**src/sv/assert_macros.svh**
```systemverilog
// Assertion macros shared by the trace ring buffer RTL.
`ifndef ASSERT_MACROS_SVH
`define ASSERT_MACROS_SVH

`ifndef NO_ASSERTIONS

`define ASSERT_HOLDS(lbl, clk, rst_n, expr, msg) \
    lbl: assert property (@(posedge clk) disable iff (!rst_n) (expr)) else $error(msg);

`define ASSERT_IMPLIES(lbl, clk, rst_n, ante, cons, msg) \
    lbl: assert property (@(posedge clk) disable iff (!rst_n) (ante) |-> (cons)) \
        else $error(msg);

`else

`define ASSERT_HOLDS(lbl, clk, rst_n, expr, msg)

`define ASSERT_IMPLIES(lbl, clk, rst_n, ante, cons, msg)

`endif

`endif

```
**src/sv/trb_ram.sv**
```systemverilog
// Generic single-write, single-read synchronous RAM with registered read data.
module trb_ram #(
    parameter int WIDTH = 8,
    parameter int DEPTH = 16
) (
    input  logic                     clk,
    input  logic                     wr_en,
    input  logic [$clog2(DEPTH)-1:0] wr_addr,
    input  logic [WIDTH-1:0]         wr_data,
    input  logic                     rd_en,
    input  logic [$clog2(DEPTH)-1:0] rd_addr,
    output logic [WIDTH-1:0]         rd_data
);

    logic [WIDTH-1:0] mem_reg [DEPTH];
    logic [WIDTH-1:0] rd_data_reg;

    always_ff @(posedge clk)
    begin
        if (wr_en)
        begin
            mem_reg[wr_addr] <= wr_data;
        end
        if (rd_en)
        begin
            rd_data_reg <= mem_reg[rd_addr];
        end
    end

    assign rd_data = rd_data_reg;

endmodule

```
**config.mk**
```make
export PLATFORM = sky130hd
export DESIGN_NAME = trb_ram
export DESIGN_NICKNAME = d
export VERILOG_FILES = /design/src/sv/assert_macros.svh /design/src/sv/trb_ram.sv
export SDC_FILE = /design/constraint.sdc
export NUM_CORES = 1
export LEC_CHECK = 0
export ABC_AREA = 1
export BUFFER_PORTS_ARGS = -buffer_cell sky130_fd_sc_hd__buf_2
export CAP_MARGIN = 20
export CORE_MARGIN = 10
export CORE_UTILIZATION = 60
export CTS_CLUSTER_SIZE = 16
export DETAILED_ROUTE_END_ITERATION = 7
export PLACE_DENSITY = 0.86
export SYNTH_ARGS = -nofsm -noshare
export SYNTH_HDL_FRONTEND = slang
export SYNTH_SLANG_ARGS = --single-unit
```
**constraint.sdc**
```tcl
create_clock -name clk -period 1.49 [get_ports clk]
set_input_delay 0.0745 -clock clk [delete_from_list [all_inputs] [get_ports clk]]
set_output_delay 0.0745 -clock clk [all_outputs]
set_load 0.01 [all_outputs]
```
-- Yosys cells after proc, flatten, opt, wreduce, memory -nomap -nowiden
Memories as Yosys holds them, arrays and structs flattened. A register that Yosys moved wholly into a read port is not among the register bits.
Cells that the tools add are included.
W data, S select, Z words.
- multiplexer cells: 2
- operators by type and width (cell ; number):
    $mux W1 ; 2
- register bits after elaboration: 0
- memory bits (writable): 128
- input port bits: 19
- output and inout bits: 8
- memories: 1
- memory list (memory ; depth ; width ; rd ports ; clocked after memory_dff ; write ports ; RTL line ; text):
    mem_reg ; 16 ; 8 ; 1 ; 1 ; 1 ; trb_ram.sv:15 ; logic [WIDTH-1:0] mem_reg [DEPTH];

-- Depth between registers and ports, before layout
Gate-level depths: netlist of run 1.
- depth after elaboration: 2
- depth in mapped cells: 8
- mapped depth without buffers: 7

-- Worst setup path after synthesis of run 1
No wires, ideal clock.
- path type: input -> register
- start point: input wr_addr[2]
- end point: memory mem_reg[10][0] (enable)
- data arrival time: 655 ps
- required time: 1120 ps
- setup slack: 465 ps
- stages on the path: 2
- buffers on the path: 0
- cells stage by stage: nand3b_1 -> nor2_1
- RTL lines (what ; RTL line ; text):
    start: declaration ; trb_ram.sv:8 ; input logic [$clog2(DEPTH)-1:0] wr_addr,
    end: declaration ; trb_ram.sv:15 ;
No word-level cell before the write port.

==> results of run 1 <==
## power groups by stage
| stage | registers [uW] | logic (uW) | clock network (uW) |
|---|---|---|---|
| global placement | 4410 | 508 | 0 |
| finish | 4340 | 558 | 3780 |
| CTS | 4340 | 552 | 3790 |
| global route | 4340 | 612 | 3990 |
| detailed placement | 4410 | 524 | 0 |
| floorplan | 4420 | 302 | 0 |
## synthesized netlist by cell type
cell / instances
buf_1: 1
buf_2: 13
buf_4: 4
buf_6: 6
edfxtp_1: 136
inv_1: 100
inv_2: 2
nand2_1: 173
nand3_1: 97
nand3b_1: 2
nor2_1: 17
## critical path: stages, from the launching register on
cell	delay, ps
edfxtp_1	390
inv_1	90
nand2_1	60
nand3_1	90
nand3_1	80
nand3_1	140
nand2_1	100
## cell families after synthesis
logic type             synth area share
flip-flops                        0.698
buffers and inverters            0.0939
AND/OR/NAND/NOR                   0.208
## per-stage QoR
stage	utilization	cells	worst slack [ps]	hold slack [ps]	power, uW
4_1_cts	0.725	744	277	2.94	8680
2_1_floorplan	-	551	465	173	4720
5_1_grt	0.725	744	213	15.1	8940
3_3_place_gp	0.659	704	186	435	4920
6_report	0.725	744	270	21.2	8680
3_5_place_dp	0.659	704	188	438	4940
## per-layer routing
layer | global-route usage | vias to the layer above
li1 | - | 1884
met1 | 0.246 | 1894
met2 | 0.320 | 233
met3 | 0.0400 | 36
met4 | 0.0924 | 0
met5 | 0 | -
## how the worst max path moves through the flow
stage,from,end,slack [ps],depth (start not counted)
final,mem_reg[5][6]$_DFFE_PP_,rd_data[6]$_DFFE_PP_,270,6
after global routing,mem_reg[9][1]$_DFFE_PP_,rd_data[1]$_DFFE_PP_,210,6
after CTS,mem_reg[5][6]$_DFFE_PP_,rd_data[6]$_DFFE_PP_,280,6
after detailed placement,rd_addr[1],rd_data[0]$_DFFE_PP_,190,6
after global placement,rd_addr[1],rd_data[0]$_DFFE_PP_,190,6
after floorplan,wr_addr[2],mem_reg[10][0]$_DFFE_PP_,460,2
## cells in the final DEF, fill, tap and decap left out, types with 3 or more instances in the layout
master         netlist  final
nand2_1            173    173
dlygate4sd3_1        0      8
clkinvlp_4           0      5
clkbuf_16            0     16
buf_12               0      3
buf_2               13     26
nor2_1              17     17
nand3_1             97     97
clkinv_2             0      3
inv_6                0      4
buf_4                4     19
inv_1              100    100
edfxtp_1           136    136
## final cells by class
cell class | instances | area, sq um | share of cell area
sequential | 136 | 4080 | 0.601
tap | 129 | 161 | 0.0238
multi-input combinational | 289 | 1210 | 0.179
timing repair buffer | 56 | 413 | 0.0608
clock inverter | 15 | 125 | 0.0184
inverter | 102 | 383 | 0.0564
clock buffer | 17 | 414 | 0.0610
==> load_flow_metrics.sql, run 1 <==
INSERT INTO impl_metrics (metric_group, metric, value, unit) VALUES
('pwr', 'static_power_due_to_leakage', '0.00294', 'uW'),
('worst_setup_path', 'reg2reg_path_depth', '6', ''),
('pwr', 'power.combinational.fraction', '0.064', ''),
('sta', 'worst-slew-pin-transition', '618', 'ps'),
('clock_tree', 'htree_num_levels', '4', ''),
('status', 'run_status', 'completed', ''),
('pwr', 'power.share.clock', '0.436', ''),
('global_route', 'sum_of_overflow_across_all_layers_after_global_routing', '0', ''),
('final_layout', 'layout-drive-gt1-share', '0.130', ''),
('worst_setup_path', 'critPathKind', 'reg -> reg', ''),
('pwr', 'pwr-share-seq', '0.500', ''),
('final_layout', 'number_of_flip_flops_in_the_largest_register', '128', ''),
('sta', 'finalSetupTns', '0', 'ps'),
('yosys', 'yosys.area.top_type', 'edfxtp_1', ''),
('global_route', 'global_route_wire_length_before_repair', '21400', 'microns'),
('worst_setup_path', 'critical_path_arrival', '1480', 'ps'),
('clock_tree', 'clock_sink_count', '136', ''),
('floorplan', 'dieHeight', '119', 'microns'),
('yosys', 'synth_seq_area_share', '0.698', ''),
('drt', 'wl_met3', '1190', 'microns'),
('clock_tree', 'clock_tree_from_tritoncts', 'built', ''),
('pwr', 'sw_frac_of_total', '0.229', ''),
('run', 'max_cap_violations', '0', ''),
('sta', 'min_period', '1220', 'ps'),
('drt', 'drc', '0', ''),
('drt', 'antenna_left', '0', ''),
('clock_tree', 'clk_pin_slew_worst_setup_hold_paths', '60', 'ps'),
('drt', 'drt_pass1_iterations', '6', ''),
('clock_tree', 'clockBufferDepth', '2', ''),
('pwr', 'total_switching_power', '1990', 'uW'),
('yosys', 'postSynthCellCount', '551', ''),
('sta', 'slew-limit-headroom', '0.587', ''),
('clock_tree', 'cts_resized', '0', ''),
('yosys', 'syn_avg_cell_area', '10.6', 'sq um'),
('place', 'detailed_place_hpwl', '8090', 'microns'),
('worst_setup_path', 'regToRegStartpoint', 'mem_reg[5][6]$_DFFE_PP_', ''),
('floorplan', 'ioPinCount', '27', ''),
('floorplan', 'starting_density', '0.624', ''),
('floorplan', 'die_area', '14100', 'sq um'),
('hold_path', 'whs_endpoint', 'mem_reg[3][3]$_DFFE_PP_', ''),
('floorplan', 'core.rowCount', '35', ''),
('yosys', 'yosys.area.top_type_share', '0.698', ''),
('final_layout', 'fillerInstances', '626', ''),
('sta', 'final.period_utilization', '0.819', ''),
('place', 'gp_congestion', '0.884', ''),
('pwr', 'vdd.ir_drop.worst', '786', 'uV'),
('worst_setup_path', 'setup.worst_path.start_class', 'register', ''),
('yosys', 'netlist_area', '5850', 'sq um'),
('place', 'placed_cell_area', '6170', 'sq um'),
('yosys', 'postSynthNetCount', '570', ''),
('clock_tree', 'post_cts_hold_buffer_count', '8', ''),
('drt', 'vias', '4047', ''),
('pwr', 'power-per-cell-area', '1280', 'nW/um^2'),
('yosys', 'ys_top_cells_by_area', 'edfxtp_1 (70%), nand2_1 (11%), nand3_1 (8.3%)', ''),
('drt', 'met1_length', '5260', 'microns'),
('clock_tree', 'clock_latency_late_sink', '520', 'ps'),
('final_layout', 'final_nets', '621', ''),
('worst_setup_path', 'worst-r2r-setup-slack', '270', 'ps'),
('final_layout', 'area_growth_syn_to_layout', '16.2', '%'),
('floorplan', 'floorplan.die.width', '119', 'microns'),
('hold_path', 'hold_depth', '1', ''),
('sta', 'clock_skew', '6.42', 'ps'),
('clock_tree', 'cts.repair_timing.setup_buffer_count', '0', ''),
('place', 'portBuffers', '26', ''),
('drt', 'highest_layer', 'met4', ''),
('sta', 'rsz_0062_raised_after_global_routing', 'false', ''),
('drt', 'wire_per_inst', '18.3', 'microns'),
('global_route', 'grt_antenna_before_repair', '0', ''),
('hold_path', 'worstHoldStart', 'wr_data[3]', ''),
('sta', 'fin_hold_viols', '0', ''),
('drt', 'number_of_violations_reported_at_the_end_of_detailed_routing_iteration_0', '639', '');
No activity file was read; power rests on OpenSTA's default activity.
==> run 2, diff against run 1 <==
--- a/config.mk
+++ b/config.mk
@@ -9,10 +9,10 @@
 export BUFFER_PORTS_ARGS = -buffer_cell sky130_fd_sc_hd__buf_2
 export CAP_MARGIN = 20
 export CORE_MARGIN = 10
-export CORE_UTILIZATION = 60
+export CORE_UTILIZATION = 55
 export CTS_CLUSTER_SIZE = 16
 export DETAILED_ROUTE_END_ITERATION = 7
-export PLACE_DENSITY = 0.86
+export PLACE_DENSITY = 0.83
 export SYNTH_ARGS = -nofsm -noshare
 export SYNTH_HDL_FRONTEND = slang
 export SYNTH_SLANG_ARGS = --single-unit
==> constraint.sdc (replaced) <==
create_clock -name clk -period 1 [get_ports clk]
set_input_delay 0.05 -clock clk [delete_from_list [all_inputs] [get_ports clk]]
set_output_delay 0.05 -clock clk [all_outputs]
set_load 0.01 [all_outputs]
==> load_flow_metrics.sql, run 2 (synthesized netlist as in run 1, its figures left out) <==
INSERT INTO impl_metrics (metric_group, metric, value, unit) VALUES
('sta', 'rsz_0062_raised_after_global_routing', 'true', ''),
('final_layout', 'stdcell_count', '761', ''),
('worst_setup_path', 'reg2reg_path_depth', '6', ''),
('final_layout', 'most-common-layout-cells', 'nand2_1 (164), edfxtp_1 (136), inv_1 (97)', ''),
('drt', 'number_of_violations_reported_at_the_end_of_detailed_routing_iteration_0', '482', ''),
('run', 'max_cap_violations', '0', ''),
('pwr', 'static_power_due_to_leakage', '0.00315', 'uW'),
('global_route', 'grt_util_all_layers', '0.194', ''),
('floorplan', 'die_area', '15200', 'sq um'),
('floorplan', 'core_area', '10300', 'sq um'),
('drt', 'wl', '14600', 'microns'),
('status', 'violations', 'negative setup slack', ''),
('sta', 'final.setup.worst_slack', '-141', 'ps'),
('drt', 'drt_pass1_iterations', '5', ''),
('drt', 'detail_route.vias_per_cell', '5.55', ''),
('floorplan', 'floorplan.die.width', '123', 'microns'),
('sta', 'clock_skew', '5.43', 'ps'),
('final_layout', 'final_core_utilization', '0.705', ''),
('floorplan', 'core.rowCount', '37', ''),
('final_layout', 'mostFrequentLayoutCell', 'nand2_1', ''),
('floorplan', 'starting_density', '0.566', ''),
('global_route', 'number_of_global_route_vias_before_repair', '4169', ''),
('final_layout', 'layout-drive-gt1-share', '0.246', ''),
('sta', 'finalSetupTns', '-1710', 'ps'),
('worst_setup_path', 'setup.worst_path.start_class', 'register', ''),
('drt', 'wire_per_inst', '19.2', 'microns'),
('drt', 'antenna_left', '0', ''),
('clock_tree', 'clockBufferDepth', '2', ''),
('final_layout', 'area_growth_syn_to_layout', '24.5', '%'),
('final_layout', 'number_of_flip_flops_in_the_largest_register', '128', ''),
('sta', 'final.period_utilization', '1.14', ''),
('global_route', 'grt_max_degree', '59', ''),
('sta', 'setup_viol_count_final', '16', ''),
('floorplan', 'ioPinCount', '27', ''),
('clock_tree', 'clk_pin_slew_worst_setup_hold_paths', '60', 'ps'),
('sta', 'achievable-frequency', '876', 'MHz'),
('hold_path', 'hold_depth', '4', ''),
('worst_setup_path', 'cp_required', '1270', 'ps'),
('sta', 'slew-limit-headroom', '0.687', ''),
('clock_tree', 'htree_num_levels', '4', ''),
('worst_setup_path', 'critical_path.max_fanout', '1', ''),
('clock_tree', 'cts.repair_timing.setup_buffer_count', '0', ''),
('place', 'detailed_place_hpwl', '8420', 'microns'),
('pwr', 'vdd.ir_drop.worst', '1240', 'uV'),
('sta', 'min_period', '1140', 'ps'),
('clock_tree', 'cts_made_buffers', '17', ''),
('place', 'gp_congestion', '0.936', ''),
('place', 'place.detailed.instances', '720', ''),
('sta', 'worst-slew-pin-transition', '469', 'ps'),
('worst_setup_path', 'endpoint_kind', 'register', ''),
('clock_tree', 'clock_sink_count', '136', ''),
('clock_tree', 'clock_tree_from_tritoncts', 'built', ''),
('sta', 'hold_ws', '50.2', 'ps'),
('place', 'portBuffers', '26', ''),
('drt', 'vias', '4225', ''),
('worst_setup_path', 'critPathKind', 'reg -> reg', ''),
('global_route', 'global_route_wire_length_before_repair', '21900', 'microns'),
('sta', 'final_max_slew_viol_count', '0', ''),
('pwr', 'power-per-cell-area', '1910', 'nW/um^2'),
('status', 'run_status', 'finished with violations', ''),
('worst_setup_path', 'critical_path_arrival', '1410', 'ps'),
('final_layout', 'final_nets', '631', ''),
('sta', 'fin_hold_viols', '0', ''),
('clock_tree', 'cts_root_buffer', 'clkbuf_8', ''),
('global_route', 'grt_antenna_before_repair', '0', ''),
('floorplan', 'dieHeight', '123', 'microns'),
('clock_tree', 'clock_latency_late_sink', '520', 'ps'),
('hold_path', 'worst_hold_path_type', 'in -> reg', ''),
('drt', 'drc', '0', ''),
('place', 'pre_cts_ws', '-264', 'ps'),
('global_route', 'sum_of_overflow_across_all_layers_after_global_routing', '0', ''),
('final_layout', 'insertedDiodeCount', '0', '');
-- run 2: changes by cell type in the layout (fill, tap and decap cells not counted), moves of 3 or more --
cell / change
nand3_1: -51
nand3_2: +50
inv_2: +3
inv_1: -3
nand2_1: -9
bufinv_16: +3
buf_4: +7
nand2_2: +9
-- run 2: path summary, 6_finish.rpt --
| kind | to | from | slack (ps) |
|---|---|---|---|
| worst max register to register | rd_data[7]$_DFFE_PP_ | mem_reg[6][7]$_DFFE_PP_ | -140 |
| worst min register to register | rd_data[3]$_DFFE_PP_ | mem_reg[10][3]$_DFFE_PP_ | 770 |
| worst min-delay path | rd_data[2]$_DFFE_PP_ | rd_addr[3] | 50 |
| worst max-delay path | rd_data[7]$_DFFE_PP_ | mem_reg[6][7]$_DFFE_PP_ | -140 |
-- run 2: metal layers --
metal  up-vias  GRT usage  routed length (microns)
met4         0     0.0932                      644
li1       1904          -                        -
met3        55     0.0447                     1270
met1      1992      0.227                     5400
met2       274      0.332                     7320
met5         -          0                        0
-- run 2: cell type report --
| type | count | area, sq um |
|---|---|---|
| clock buffers | 17 | 414 |
| flip-flops and latches | 136 | 4080 |
| clock inverters | 15 | 200 |
| repair buffers | 66 | 528 |
| inverters | 102 | 383 |
| fillers | 672 | 3050 |
| multi-input cells | 289 | 1500 |
| well taps | 136 | 170 |
-- run 2: worst max-delay path, stage by stage, from the launching register on --
cell      delay [ps]
edfxtp_1         370
nand2_1           70
nand2_1           90
nand2_2          110
nand3_4           90
nand3_2          100
nand2_2           60
-- run 2: what timing repair did --
action | CTS | global route
hold endpoints to repair | 136 | 0
gates resized for setup | 42 | 24
setup endpoints to repair | 16 | 16
hold buffers | 9 | 0
pin swaps | 24 | 25
-- run 2: metrics by stage --
stage                     cell area (sq um)  total power (uW)
after floorplan                        5850              7030
after global placement                 6280              7360
after detailed placement               6280              7400
after CTS                              7170             13800
after global routing                   7280             14200
final                                  7280             13900
-- run 2: where the power goes --
group / switching, uW / internal [uW] / leakage [uW]
Sequential: 40.5 / 6420 / 0.00124
Combinational: 669 / 338 / 0.00162
Clock: 2340 / 4060 / 0.000291
