--- config.mk ---
export PLATFORM = sky130hd
export DESIGN_NAME = trb_div
export DESIGN_NICKNAME = d
export VERILOG_FILES = /design/src/sv/assert_macros.svh /design/src/sv/trb_pkg.sv /design/src/sv/trb_div.sv
export SDC_FILE = /design/constraint.sdc
export NUM_CORES = 1
export LEC_CHECK = 0
export ABC_CLOCK_PERIOD_IN_PS = 4720
export BUFFER_PORTS_ARGS = -buffer_cell sky130_fd_sc_hd__clkbuf_2
export CAP_MARGIN = 20
export CORE_MARGIN = 8
export CORE_UTILIZATION = 40
export DETAILED_ROUTE_END_ITERATION = 10
export GPL_ROUTABILITY_DRIVEN = 0
export PLACE_DENSITY_LB_ADDON = 0.25
export SYNTH_ARGS = -nofsm -noshare
export SYNTH_HDL_FRONTEND = slang
export SYNTH_SLANG_ARGS = --single-unit
--- constraint.sdc ---
create_clock -name clk -period 4.72 [get_ports clk]
set_input_delay 0.708 -clock clk [delete_from_list [all_inputs] [get_ports clk]]
set_output_delay 0.708 -clock clk [all_outputs]
set_load 0.01 [all_outputs]
--- src/sv/assert_macros.svh ---
// Assertion macros shared by the trace ring buffer RTL.
`ifndef ASSERT_MACROS_SVH
`define ASSERT_MACROS_SVH

`ifndef NO_ASSERTIONS

`define ASSERT_HOLDS(lbl, clk, rst_n, expr, msg) \
    lbl: assert property (@(posedge clk) disable iff (!rst_n) (expr)) else $error(msg);

`define ASSERT_IMPLIES(lbl, clk, rst_n, ante, cons, msg) \
    lbl: assert property (@(posedge clk) disable iff (!rst_n) (ante) |-> (cons)) \
        else $error(msg);

`else

`define ASSERT_HOLDS(lbl, clk, rst_n, expr, msg)

`define ASSERT_IMPLIES(lbl, clk, rst_n, ante, cons, msg)

`endif

`endif

--- src/sv/trb_pkg.sv ---
// Types, constants and request codes of the trace ring buffer.
package trb_pkg;

    localparam int DEPTH         = 1024;
    localparam int CYCLES_PER_MS = 480000;
    localparam int EVENT_KINDS   = 19;

    localparam int ADDR_W = $clog2(DEPTH);
    localparam int PTR_W  = ADDR_W + 1;

    localparam int MS_W   = 14;
    localparam int US_W   = 10;
    localparam int MS_MAX = 16383;
    localparam int US_MAX = 999;

    localparam int US_DIV = (CYCLES_PER_MS / 1000 == 0) ? 1 : CYCLES_PER_MS / 1000;

    // Reciprocal constants: a multiply by MUL and a right shift by SH give the exact
    // quotient over the whole operand range, since the rounding error of MUL times the
    // largest operand stays below one step of the shift.
    localparam int MS_SH     = 32 + $clog2(CYCLES_PER_MS);
    localparam int MS_MUL_W  = 34;
    localparam logic [MS_MUL_W-1:0] MS_MUL =
        MS_MUL_W'(((64'd1 << MS_SH) + 64'(CYCLES_PER_MS) - 64'd1) / 64'(CYCLES_PER_MS));
    localparam int MS_PROD_W = MS_MUL_W + 16;
    localparam int MS_SUM_W  = MS_MUL_W + 32;
    localparam logic [31:0] CYCLES_PER_MS_W = 32'(CYCLES_PER_MS);

    localparam int REM_W     = $clog2(CYCLES_PER_MS);
    localparam int US_SH     = REM_W + $clog2(US_DIV);
    localparam int US_MUL_W  = REM_W + 2;
    localparam logic [US_MUL_W-1:0] US_MUL =
        US_MUL_W'(((64'd1 << US_SH) + 64'(US_DIV) - 64'd1) / 64'(US_DIV));
    localparam int US_PROD_W = REM_W + US_MUL_W;

    localparam logic [1:0] REQ_RECORD = 2'd0;
    localparam logic [1:0] REQ_DRAIN  = 2'd1;
    localparam logic [1:0] REQ_REPORT = 2'd2;

    typedef struct packed {
        logic [1:0]  req_type;
        logic [7:0]  event_code;
        logic [31:0] handle_value;
        logic [31:0] task_tag;
        logic [31:0] stamp;
    } in_t;

    typedef struct packed {
        logic            recorded;
        logic            discarded;
        logic            entry_valid;
        logic [7:0]      entry_event;
        logic            entry_known;
        logic [31:0]     entry_handle;
        logic            entry_has_handle;
        logic [31:0]     entry_task;
        logic [MS_W-1:0] entry_ms;
        logic [US_W-1:0] entry_us;
        logic [31:0]     lost_count;
    } out_t;

    typedef struct packed {
        logic [31:0] stamp;
        logic [31:0] handle_value;
        logic [31:0] task_tag;
        logic [7:0]  event_code;
    } rec_t;

    typedef struct packed {
        logic            done;
        logic [MS_W-1:0] ms;
        logic [US_W-1:0] us;
    } div_res_t;

endpackage

--- src/sv/trb_div.sv ---
// Constant divider by reciprocal multiplication: splits a stamp into milliseconds and microseconds.
module trb_div (
    input  logic                clk,
    input  logic                rst_n,
    input  logic                start,
    input  logic [31:0]         stamp,
    output trb_pkg::div_res_t   res
);

    logic [31:0]                   stamp_reg, stamp_next;
    logic [trb_pkg::MS_PROD_W-1:0] lo_prod_reg, lo_prod_next;
    logic [trb_pkg::MS_PROD_W-1:0] hi_prod_reg, hi_prod_next;
    logic [31:0]                   quo_reg, quo_next;
    logic [trb_pkg::REM_W-1:0]     rem_reg, rem_next;
    logic [trb_pkg::MS_W-1:0]      ms_reg, ms_next;
    logic [trb_pkg::US_W-1:0]      us_reg, us_next;
    logic                          prod_vld_reg;
    logic                          quo_vld_reg;
    logic                          rem_vld_reg;
    logic                          done_reg;

    logic [trb_pkg::MS_SUM_W-1:0]  ms_sum;
    logic [31:0]                   rem_full;
    logic [trb_pkg::US_PROD_W-1:0] us_prod;
    logic [trb_pkg::US_PROD_W-1:0] us_quo;

    // The stamp is multiplied in two halves so that neither product is wider than 16 by 34.
    always_comb
    begin
        ms_sum   = {hi_prod_reg, 16'h0000} + trb_pkg::MS_SUM_W'(lo_prod_reg);
        rem_full = stamp_reg - quo_reg * trb_pkg::CYCLES_PER_MS_W;
        us_prod  = trb_pkg::US_PROD_W'(rem_reg) * trb_pkg::US_PROD_W'(trb_pkg::US_MUL);
        us_quo   = us_prod >> trb_pkg::US_SH;
    end

    always_comb
    begin
        stamp_next   = stamp_reg;
        lo_prod_next = lo_prod_reg;
        hi_prod_next = hi_prod_reg;
        quo_next     = quo_reg;
        rem_next     = rem_reg;
        ms_next      = ms_reg;
        us_next      = us_reg;

        if (start)
        begin
            stamp_next   = stamp;
            lo_prod_next = trb_pkg::MS_PROD_W'(stamp[15:0])
                           * trb_pkg::MS_PROD_W'(trb_pkg::MS_MUL);
            hi_prod_next = trb_pkg::MS_PROD_W'(stamp[31:16])
                           * trb_pkg::MS_PROD_W'(trb_pkg::MS_MUL);
        end
        if (prod_vld_reg)
        begin
            quo_next = 32'(ms_sum >> trb_pkg::MS_SH);
        end
        if (quo_vld_reg)
        begin
            // The remainder is below the divisor, so its upper bits are zero.
            rem_next = rem_full[trb_pkg::REM_W-1:0];
            if (quo_reg > 32'(trb_pkg::MS_MAX))
            begin
                ms_next = trb_pkg::MS_W'(trb_pkg::MS_MAX);
            end
            else
            begin
                ms_next = quo_reg[trb_pkg::MS_W-1:0];
            end
        end
        if (rem_vld_reg)
        begin
            if (us_quo > trb_pkg::US_PROD_W'(trb_pkg::US_MAX))
            begin
                us_next = trb_pkg::US_W'(trb_pkg::US_MAX);
            end
            else
            begin
                us_next = us_quo[trb_pkg::US_W-1:0];
            end
        end
    end

    always_ff @(posedge clk or negedge rst_n)
    begin
        if (!rst_n)
        begin
            stamp_reg    <= '0;
            lo_prod_reg  <= '0;
            hi_prod_reg  <= '0;
            quo_reg      <= '0;
            rem_reg      <= '0;
            ms_reg       <= '0;
            us_reg       <= '0;
            prod_vld_reg <= 1'b0;
            quo_vld_reg  <= 1'b0;
            rem_vld_reg  <= 1'b0;
            done_reg     <= 1'b0;
        end
        else
        begin
            stamp_reg    <= stamp_next;
            lo_prod_reg  <= lo_prod_next;
            hi_prod_reg  <= hi_prod_next;
            quo_reg      <= quo_next;
            rem_reg      <= rem_next;
            ms_reg       <= ms_next;
            us_reg       <= us_next;
            prod_vld_reg <= start;
            quo_vld_reg  <= prod_vld_reg;
            rem_vld_reg  <= quo_vld_reg;
            done_reg     <= rem_vld_reg;
        end
    end

    assign res.done = done_reg;
    assign res.ms   = ms_reg;
    assign res.us   = us_reg;

endmodule

# [Yosys cells after proc, flatten, opt, wreduce, memory -nomap -nowiden]
# Index checks and enable logic that the tools add are counted.
# Widths: inputs -> output; s select.
[totals] reg_bits=175 latch_bits=0 mem_bits_rw=0 romBits=0 input_bits=35 output_inout_bits=25 memories=0
[classes] add_sub_neg=2 mul=4 n_div=0 order_cmp=2 eq_ne=0 shifts=0 muxes=2 bitwise=0 reduce_logical=0
[op_table] cell="$mul 16x31->47 const B" n=2
[op_table] cell="$add 65x49->66" n=1
[op_table] cell="$mul 19x20->39 const B" n=1
[op_table] cell="$sub 19x19->19" n=1
[op_table] cell="$gt 15x14->1 const B" n=1
[op_table] cell="$mul 15x11->11 const B" n=1
[op_table] cell="$mux 14" n=1
[op_table] cell="$gt 11x10->1 const B" n=1
[op_table] cell="$mux 10" n=1

# [Longest topological paths before layout]
# Gate-level depths: netlist of run 1.
[depth] ltp_word=3 depth_mapped=23 ltp_nobuf=22

# [Least setup slack after synthesis of run 1]
# No wires, ideal clock.
[synth_path] path_type="input to register" startpoint="in stamp[29]" endpoint="reg hi_prod_reg[46] (netlist bit)" setup_time_ns=0.125 arrival_ns=6.237 required_ns=4.595 slack_ns=-1.642 cell_stages=19 n_path_buf=1 cell_sequence="fa_1 -> inv_1 -> fa_1 -> inv_1 -> fa_1 -> fa_1 -> fa_1 -> fa_1 -> ha_1 -> buf_6 -> a21o_1 -> a211o_1 -> a211o_1 -> a32o_1 -> a211o_2 -> a21oi_4 -> o21bai_2 -> xor2_1 -> mux2_2"
[synth_via] elab_chain_cells=1
[synth_rtl] item="from (decl)" line="trb_div.sv:6" rtl="input logic [31:0] stamp,"
[synth_rtl] item="$mul 16x31->47" line="trb_div.sv:52" rtl="* trb_pkg::MS_PROD_W'(trb_pkg::MS_MUL);"
[synth_rtl] item="to (signal assigned)" line="trb_div.sv:104" rtl="hi_prod_reg <= hi_prod_next;"
[synth_rtl] item="to (decl)" line="trb_div.sv:12" rtl="logic [trb_pkg::MS_PROD_W-1:0] hi_prod_reg, hi_prod_next;"
# Every way passes these cells.
# A chain may end at the register's enable or synchronous reset.

# [Final worst setup path of run 1]
[layout_path] startpoint="in stamp[2]" endpoint="reg lo_prod_reg[34] (netlist bit)"
[layout_via] elab_chain_cells=1
[layout_rtl] item="$mul 16x31->47" line="trb_div.sv:50" rtl="* trb_pkg::MS_PROD_W'(trb_pkg::MS_MUL);"
[layout_rtl] item="to (signal assigned)" line="trb_div.sv:103" rtl="lo_prod_reg <= lo_prod_next;"
[layout_rtl] item="to (decl)" line="trb_div.sv:11" rtl="logic [trb_pkg::MS_PROD_W-1:0] lo_prod_reg, lo_prod_next;"
# Every way passes these cells.

==> impl_metrics.tcl, run 1 <==
set metrics [dict create \
    status "finished with violations" \
    violations "negative setup slack" \
    drc 0 \
    path_class "in2reg" \
    final_core_util_pct 51.5 \
    fin_worst_skew_ns 0.0122 \
    grt_pass1_wl_mm 118 \
    rows 96 \
    ys_ff_latch 158 \
    routed_wl_mm 71.3 \
    yosysUniqueCellTypes 77 \
    crit_arrival_ns 6.39 \
    antenna_found_initial 0 \
    h-tree-depth 4 \
    worstPathRequired_ns 5.05 \
    slew_headroom_pct 33.9 \
    drtIter0Drc 831 \
    setup_viol 76 \
    yosysWarnings 0 \
    dp_hpwl_mm 61.5 \
    worstHoldPathType "in2async" \
    end_kind "flop" \
    core_mm2 0.0682 \
    syn_nets 3666 \
    cts_tree "yes" \
    async_flop_share_pct 100 \
    grt_max_degree 159 \
    synthesis.instances 2706 \
    die-area_mm2 0.0771 \
    initial_core_util_pct 40.2 \
    drive_gt1_share_pct 29.9 \
    synth.area.top_cells "fa_1, ha_1, dfrtp_1" \
    num_vias 20400 \
    yosysTopAreaCell "fa_1" \
    yosysSeqAreaShare_pct 14.4 \
    viasPerCell 4.91 \
    maxSlewViolCount 0 \
    synthesis.area_mm2 0.0274 \
    max_cap_viol_count 0 \
    die_y_um 278 \
    hold_buffers 0 \
    port_buffers 59 \
    rsz0062_at_grt "yes" \
    cts_buffers 17 \
    ys.flop_type "dfrtp_1" \
    drtPass1Iterations 5 \
    ant_nets 0 \
    synth_most_common_cell "inv_1" \
    insertion_delay_ns 0.45 \
    clkTransAtPathRegs_ns 0.07 \
    finalHoldViolations 0 \
    fin_crit_ns 6.06 \
    largest_reg_flops 46 \
    ys_top_cells_by_count "inv_1, ha_1, fa_1" \
    cp-start-kind "primary input" \
    routedWlPerCell_um 17.2 \
    grt_pass1_vias 22900 \
    postSynthAreaPerCell_um2 10.1 \
    io_pins 60 \
    fin_nets 4220 \
    timing.final.crit_share_pct 128 \
    max_freq_mhz 165 \
    die_width_um 278 \
    dp_slack_ns -1.93 \
    worst_slack_ns -1.34 \
    grt_overflow 0 \
    grtUsageTotal_pct 18.9 \
    cts_buffer_depth 2 \
    synth_top_cell_area_share_pct 29.0 \
    path_max_fanout 3 \
    area_growth_pct 28.3 \
    synth_edf_count 0 \
    tightest_slew_ns 0.991 \
    clock-sinks 158 \
    num_antenna_cells 0 \
    cts_root_buf "clkbuf_16" \
]
cells by family (layout without fill, tap and decap cells):
group | Yosys count | count (layout) | share of synthesized area (%)
AO/OA/AOI/OAI | 414 | 414 | 10.2
adder cells (fa/ha/maj) | 925 | 925 | 53.1
multiplexers | 88 | 88 | 3.59
AND/OR/NAND/NOR | 287 | 287 | 5.32
flip-flops | 158 | 158 | 14.4
buffers and inverters | 734 | 1301 | 10.1
XOR/XNOR | 100 | 100 | 3.20
layer usage:
layer / vias to the layer above / global-route usage [%] / routed length, µm
met5: - / 0 / 0
met1: 10100 / 23.3 / 30900
met2: 316 / 33.5 / 35800
li1: 9929 / - / -
met3: 113 / 2.66 / 2280
met4: 0 / 6.31 / 2440
per-stage QoR:
stage,area [µm²],setup TNS (ns),instances,hold slack [ns]
finish,35200,-65.49,4155,0.307
global route,35200,-75.92,4155,0.389
CTS,34400,-64.62,4142,0.413
detailed placement,32700,-101.90,4076,0.485
global placement,32700,-97.95,4076,0.469
floorplan,27900,-57.50,2706,0.352
what timing repair did:
item / in CTS / in global routing
setup buffers: 36 / 20
endpoints found under the hold margin: 0 / 0
resized for setup: 197 / 133
cloned: 0 / 0
pin swaps: 146 / 104
setup endpoints to repair: 77 / 77
area by class of cell:
cell class | instances | area (µm²)
Clock buffer | 17 | 425
Clock inverter | 15 | 166
Fill cell | 6063 | 33100
Inverter | 694 | 2610
Multi-Input combinational cell | 1814 | 22400
Sequential cell | 158 | 3960
Tap cell | 882 | 1100
Timing Repair Buffer | 575 | 4530
final timing paths:
path                                           from                     endpoint  slack (ns)  depth (start not counted)
setup reg to reg            rem_reg[17]$_DFFE_PN0P_        us_reg[2]$_DFFE_PN0P_       -0.39                         22
max in group asynchronous                     rst_n  lo_prod_reg[19]$_DFFE_PN0P_        3.64                          2
hold / removal                                rst_n     stamp_reg[3]$_DFFE_PN0P_        0.31                          2
setup / recovery                           stamp[2]  lo_prod_reg[34]$_DFFE_PN0P_       -1.34                         20
min in group clk           stamp_reg[7]$_DFFE_PN0P_       rem_reg[7]$_DFFE_PN0P_        0.49                          2
hold reg to reg            stamp_reg[7]$_DFFE_PN0P_       rem_reg[7]$_DFFE_PN0P_        0.49                          2
worst max-delay path: stages:
cell and delay (ns):
clkbuf_8 0.11, fa_2 0.64, buf_6 0.12, inv_2 0.03, fa_1 0.48, inv_1 0.05
fa_1 0.45, fa_1 0.58, fa_1 0.44, fa_1 0.49, ha_4 0.30, nand2_4 0.05
or4_4 0.53, or3_4 0.39, o32ai_4 0.15, o41ai_2 0.11, o21bai_1 0.21, a21oi_1 0.12
xnor2_1 0.13, mux2_4 0.26
placed cells by master (no fill, tap or decap), drive strengths merged, types with 50 or more instances in the layout:
master  Yosys  routed
clkbuf     30      68
ha        528     528
buf        10     524
fa        397     397
mux2       83      83
nand2      67      67
inv       694     703
a21o       50      50
dfrtp     158     158
a21oi     126     126
xnor2      73      73
o21ai      67      67
nor2       67      67
Power of run 1 is left out: the tool's default activity adds up to more than one toggle a clock period on the data nets, which glitch-free logic cannot reach.
==> run 2, diff against run 1 <==
- ABC_AREA: unset -> 1
- PLACE_DENSITY_LB_ADDON: 0.25 -> 0.2
==> run 2 against run 1 <==
  * The flow still finishes with violations (negative setup slack)
  * Clock skew down 0.00072 ns
  * Design area grew 19%
  * Critical endpoint is now hi_prod_reg[36]$_DFFE_PN0P_
  * Non-clock buffer count is 84 higher
  * Synthesized cell count increased by 47%
  * Via count increased by 37%
  * Die area grew 13%
  * Critical path depth up 2
  * Utilization up 2.5 points
  * Synthesized area rose by 14%
==> impl_metrics.tcl, run 2 <==
set metrics [dict create \
    grt.busiest_layer "met2" \
    grtUsageTotal_pct 23.4 \
    yosysSeqAreaShare_pct 12.7 \
    status "finished with violations" \
    postSynthAreaPerCell_um2 7.84 \
    hold_buffers 0 \
    final_cell_mix "inv_1, nand2_1, buf_4, ha_1, fa_1" \
    die-area_mm2 0.0869 \
    async_flop_share_pct 100 \
    drive_gt1_share_pct 29.8 \
    use_met1_pct 31.2 \
    ys_top_cells_by_count "inv_1, nand2_1, ha_1" \
    synth.area.top_cells "fa_1, ha_1, dfrtp_1" \
    violations "negative setup slack" \
    cts_tree "yes" \
    max_cap_viol_count 0 \
    drc 0 \
    routed_wl_mm 101 \
    slew_headroom_pct 36.2 \
    port_buffers 59 \
    clock-sinks 158 \
    grt_pass1_vias 28900 \
    yosysUniqueCellTypes 50 \
    drtPass1Iterations 5 \
    synth_most_common_cell "inv_1" \
    yosysTopAreaCell "fa_1" \
    synth_top_cell_area_share_pct 25.6 \
    crit_buf_inv 4 \
    crit_arrival_ns 5.78 \
    fin_nets 5570 \
    viasPerCell 4.93 \
    synthesis.instances 3965 \
    use_met3_pct 3.19 \
    r2r_cells 24 \
    tightest_slew_ns 0.957 \
    syn_nets 4925 \
    cpMostUsedCell "fa_1" \
    worst_slack_ns -0.733 \
    timing.final.crit_share_pct 116 \
    path_class "in2reg" \
    path_max_fanout 5 \
    grt_pass1_wl_mm 159 \
    die_y_um 295 \
    synth_edf_count 0 \
    dp_hpwl_mm 86.8 \
    regToRegStartpoint "rem_reg[18]$_DFFE_PN0P_" \
    critPathSlowestCell "fa_2" \
    r2r_slack_ns 0.18 \
    initial_core_util_pct 40.3 \
    grt_max_degree 78 \
    crit_chain "clkbuf_16 -> fa_2 -> buf_4 -> fa_1 -> inv_2 -> fa_1 -> fa_1 -> fa_1 -> fa_1 -> inv_1 -> ha_4 -> nand2_2 -> nor2_4 -> nand2_2 -> nor4_4 -> nand2_1 -> nand4_1 -> nand2_1 -> nand2_1 -> nand2_1 -> nand3_2 -> o21ai_1" \
    ant_nets 0 \
    grt_overflow 0 \
    largest_reg_flops 46 \
    synthesis.area_mm2 0.0311 \
    ys_ff_latch 158 \
    drtIter0Drc 1665 \
    rsz0062_at_grt "yes" \
    rows 102 \
    layout_commonest_cell "inv_1" \
    cts_buffers 17 \
    worstPathRequired_ns 5.05 \
    cp-start-kind "primary input" \
    area_growth_pct 34.1 \
    end_kind "flop" \
    setup_viol 66 \
    insertion_delay_ns 0.47 \
    routedWlPerCell_um 17.8 \
    r2r-end "us_reg[3]$_DFFE_PN0P_" \
    num_vias 27900 \
    core_mm2 0.0772 \
    ys.flop_type "dfrtp_1" \
    fin_crit_ns 5.45 \
    max_stage_delay_ns 0.54 \
    io_pins 60 \
    h-tree-depth 4 \
    die_width_um 295 \
    met2_usage_pct 39.6 \
    cts_buffer_depth 2 \
    fin_worst_skew_ns 0.0115 \
    clkTransAtPathRegs_ns 0.07 \
    finalHoldViolations 0 \
    yosysWarnings 0 \
    maxSlewViolCount 0 \
    worstHoldPathType "in2async" \
    cts_root_buf "clkbuf_16" \
    antenna_found_initial 1 \
    hold_ws_ns 0.263 \
    max_freq_mhz 183 \
    critPathTopFamily "adder cells" \
]
## run 2: cells by family (layout without fill, tap and decap cells)
logic type | after synthesis | count (layout) | synth area share [%]
other cells | 0 | 1 | 0
flops | 158 | 158 | 12.7
compound gates | 486 | 486 | 8.64
xor+xnor | 55 | 55 | 1.55
simple gates | 1357 | 1357 | 18.4
buf+inv | 984 | 1642 | 11.9
fa+ha+maj | 925 | 925 | 46.8
## run 2: repair_timing
item / CTS / global route
gates resized for setup: 544 / 275
pin swaps: 239 / 225
setup buffers: 55 / 36
setup endpoints to repair: 70 / 80
## run 2: per-stage QoR
| step | TNS [ns] | std cells | setup WS, ns | util (%) | cell area (µm²) |
|---|---|---|---|---|---|
| 2_1_floorplan | -25.82 | 3965 | -0.727 | - | 31800 |
| 5_1_grt | -40.85 | 5663 | -0.817 | 54.0 | 41700 |
| 4_1_cts | -27.56 | 5631 | -0.661 | 52.3 | 40400 |
| 3_3_place_gp | -74.30 | 5550 | -1.57 | 48.2 | 37200 |
| 3_5_place_dp | -75.29 | 5550 | -1.60 | 48.2 | 37200 |
| 6_report | -32.73 | 5664 | -0.733 | 54.0 | 41700 |
## run 2: worst max path at each step
stage	from	endpoint	slack, ns	cells past startpoint
after detailed placement	stamp[22]	hi_prod_reg[36]$_DFFE_PN0P_	-1.60	21
after global placement	stamp[22]	hi_prod_reg[36]$_DFFE_PN0P_	-1.57	21
after CTS	stamp[22]	hi_prod_reg[36]$_DFFE_PN0P_	-0.66	22
after floorplan	stamp[31]	hi_prod_reg[42]$_DFFE_PN0P_	-0.73	23
final	stamp[22]	hi_prod_reg[36]$_DFFE_PN0P_	-0.73	22
after global routing	stamp[5]	lo_prod_reg[39]$_DFFE_PN0P_	-0.82	22
## run 2: worst reg2reg max path: stages, from the launching register on
cell and delay (ns):
dfrtp_2 0.44, buf_4 0.15, ha_4 0.26, inv_1 0.05, fa_2 0.35, inv_2 0.08, fa_2 0.47, fa_1 0.48
fa_1 0.57, ha_4 0.22, nand2_2 0.07, inv_2 0.04, nand2_1 0.05, nand2_1 0.09, a21oi_2 0.17, buf_4 0.13
nor2_1 0.03, nor2_1 0.12, nand2_1 0.08, nand2_2 0.08, nand3_1 0.10, nor2_2 0.15, nand2_4 0.09, nand3b_1 0.09
nand2_1 0.05
## run 2: layout make-up
cell class	count	area, µm²
timing repair buffer	659	5310
clock buffer	18	439
multi-input combinational	2823	26900
sequential	158	3960
antenna	1	2.50
clock inverter	14	174
fill	7085	35500
inverter	951	3610
tap	1040	1300
## run 2: layer usage
metal / vias to the layer above / routed length [µm]
met5: - / 0
met4: 0 / 2880
met3: 153 / 5210
met2: 689 / 48300
met1: 13400 / 44700
li1: 13700 / -
Power of run 2 is left out for the same reason.
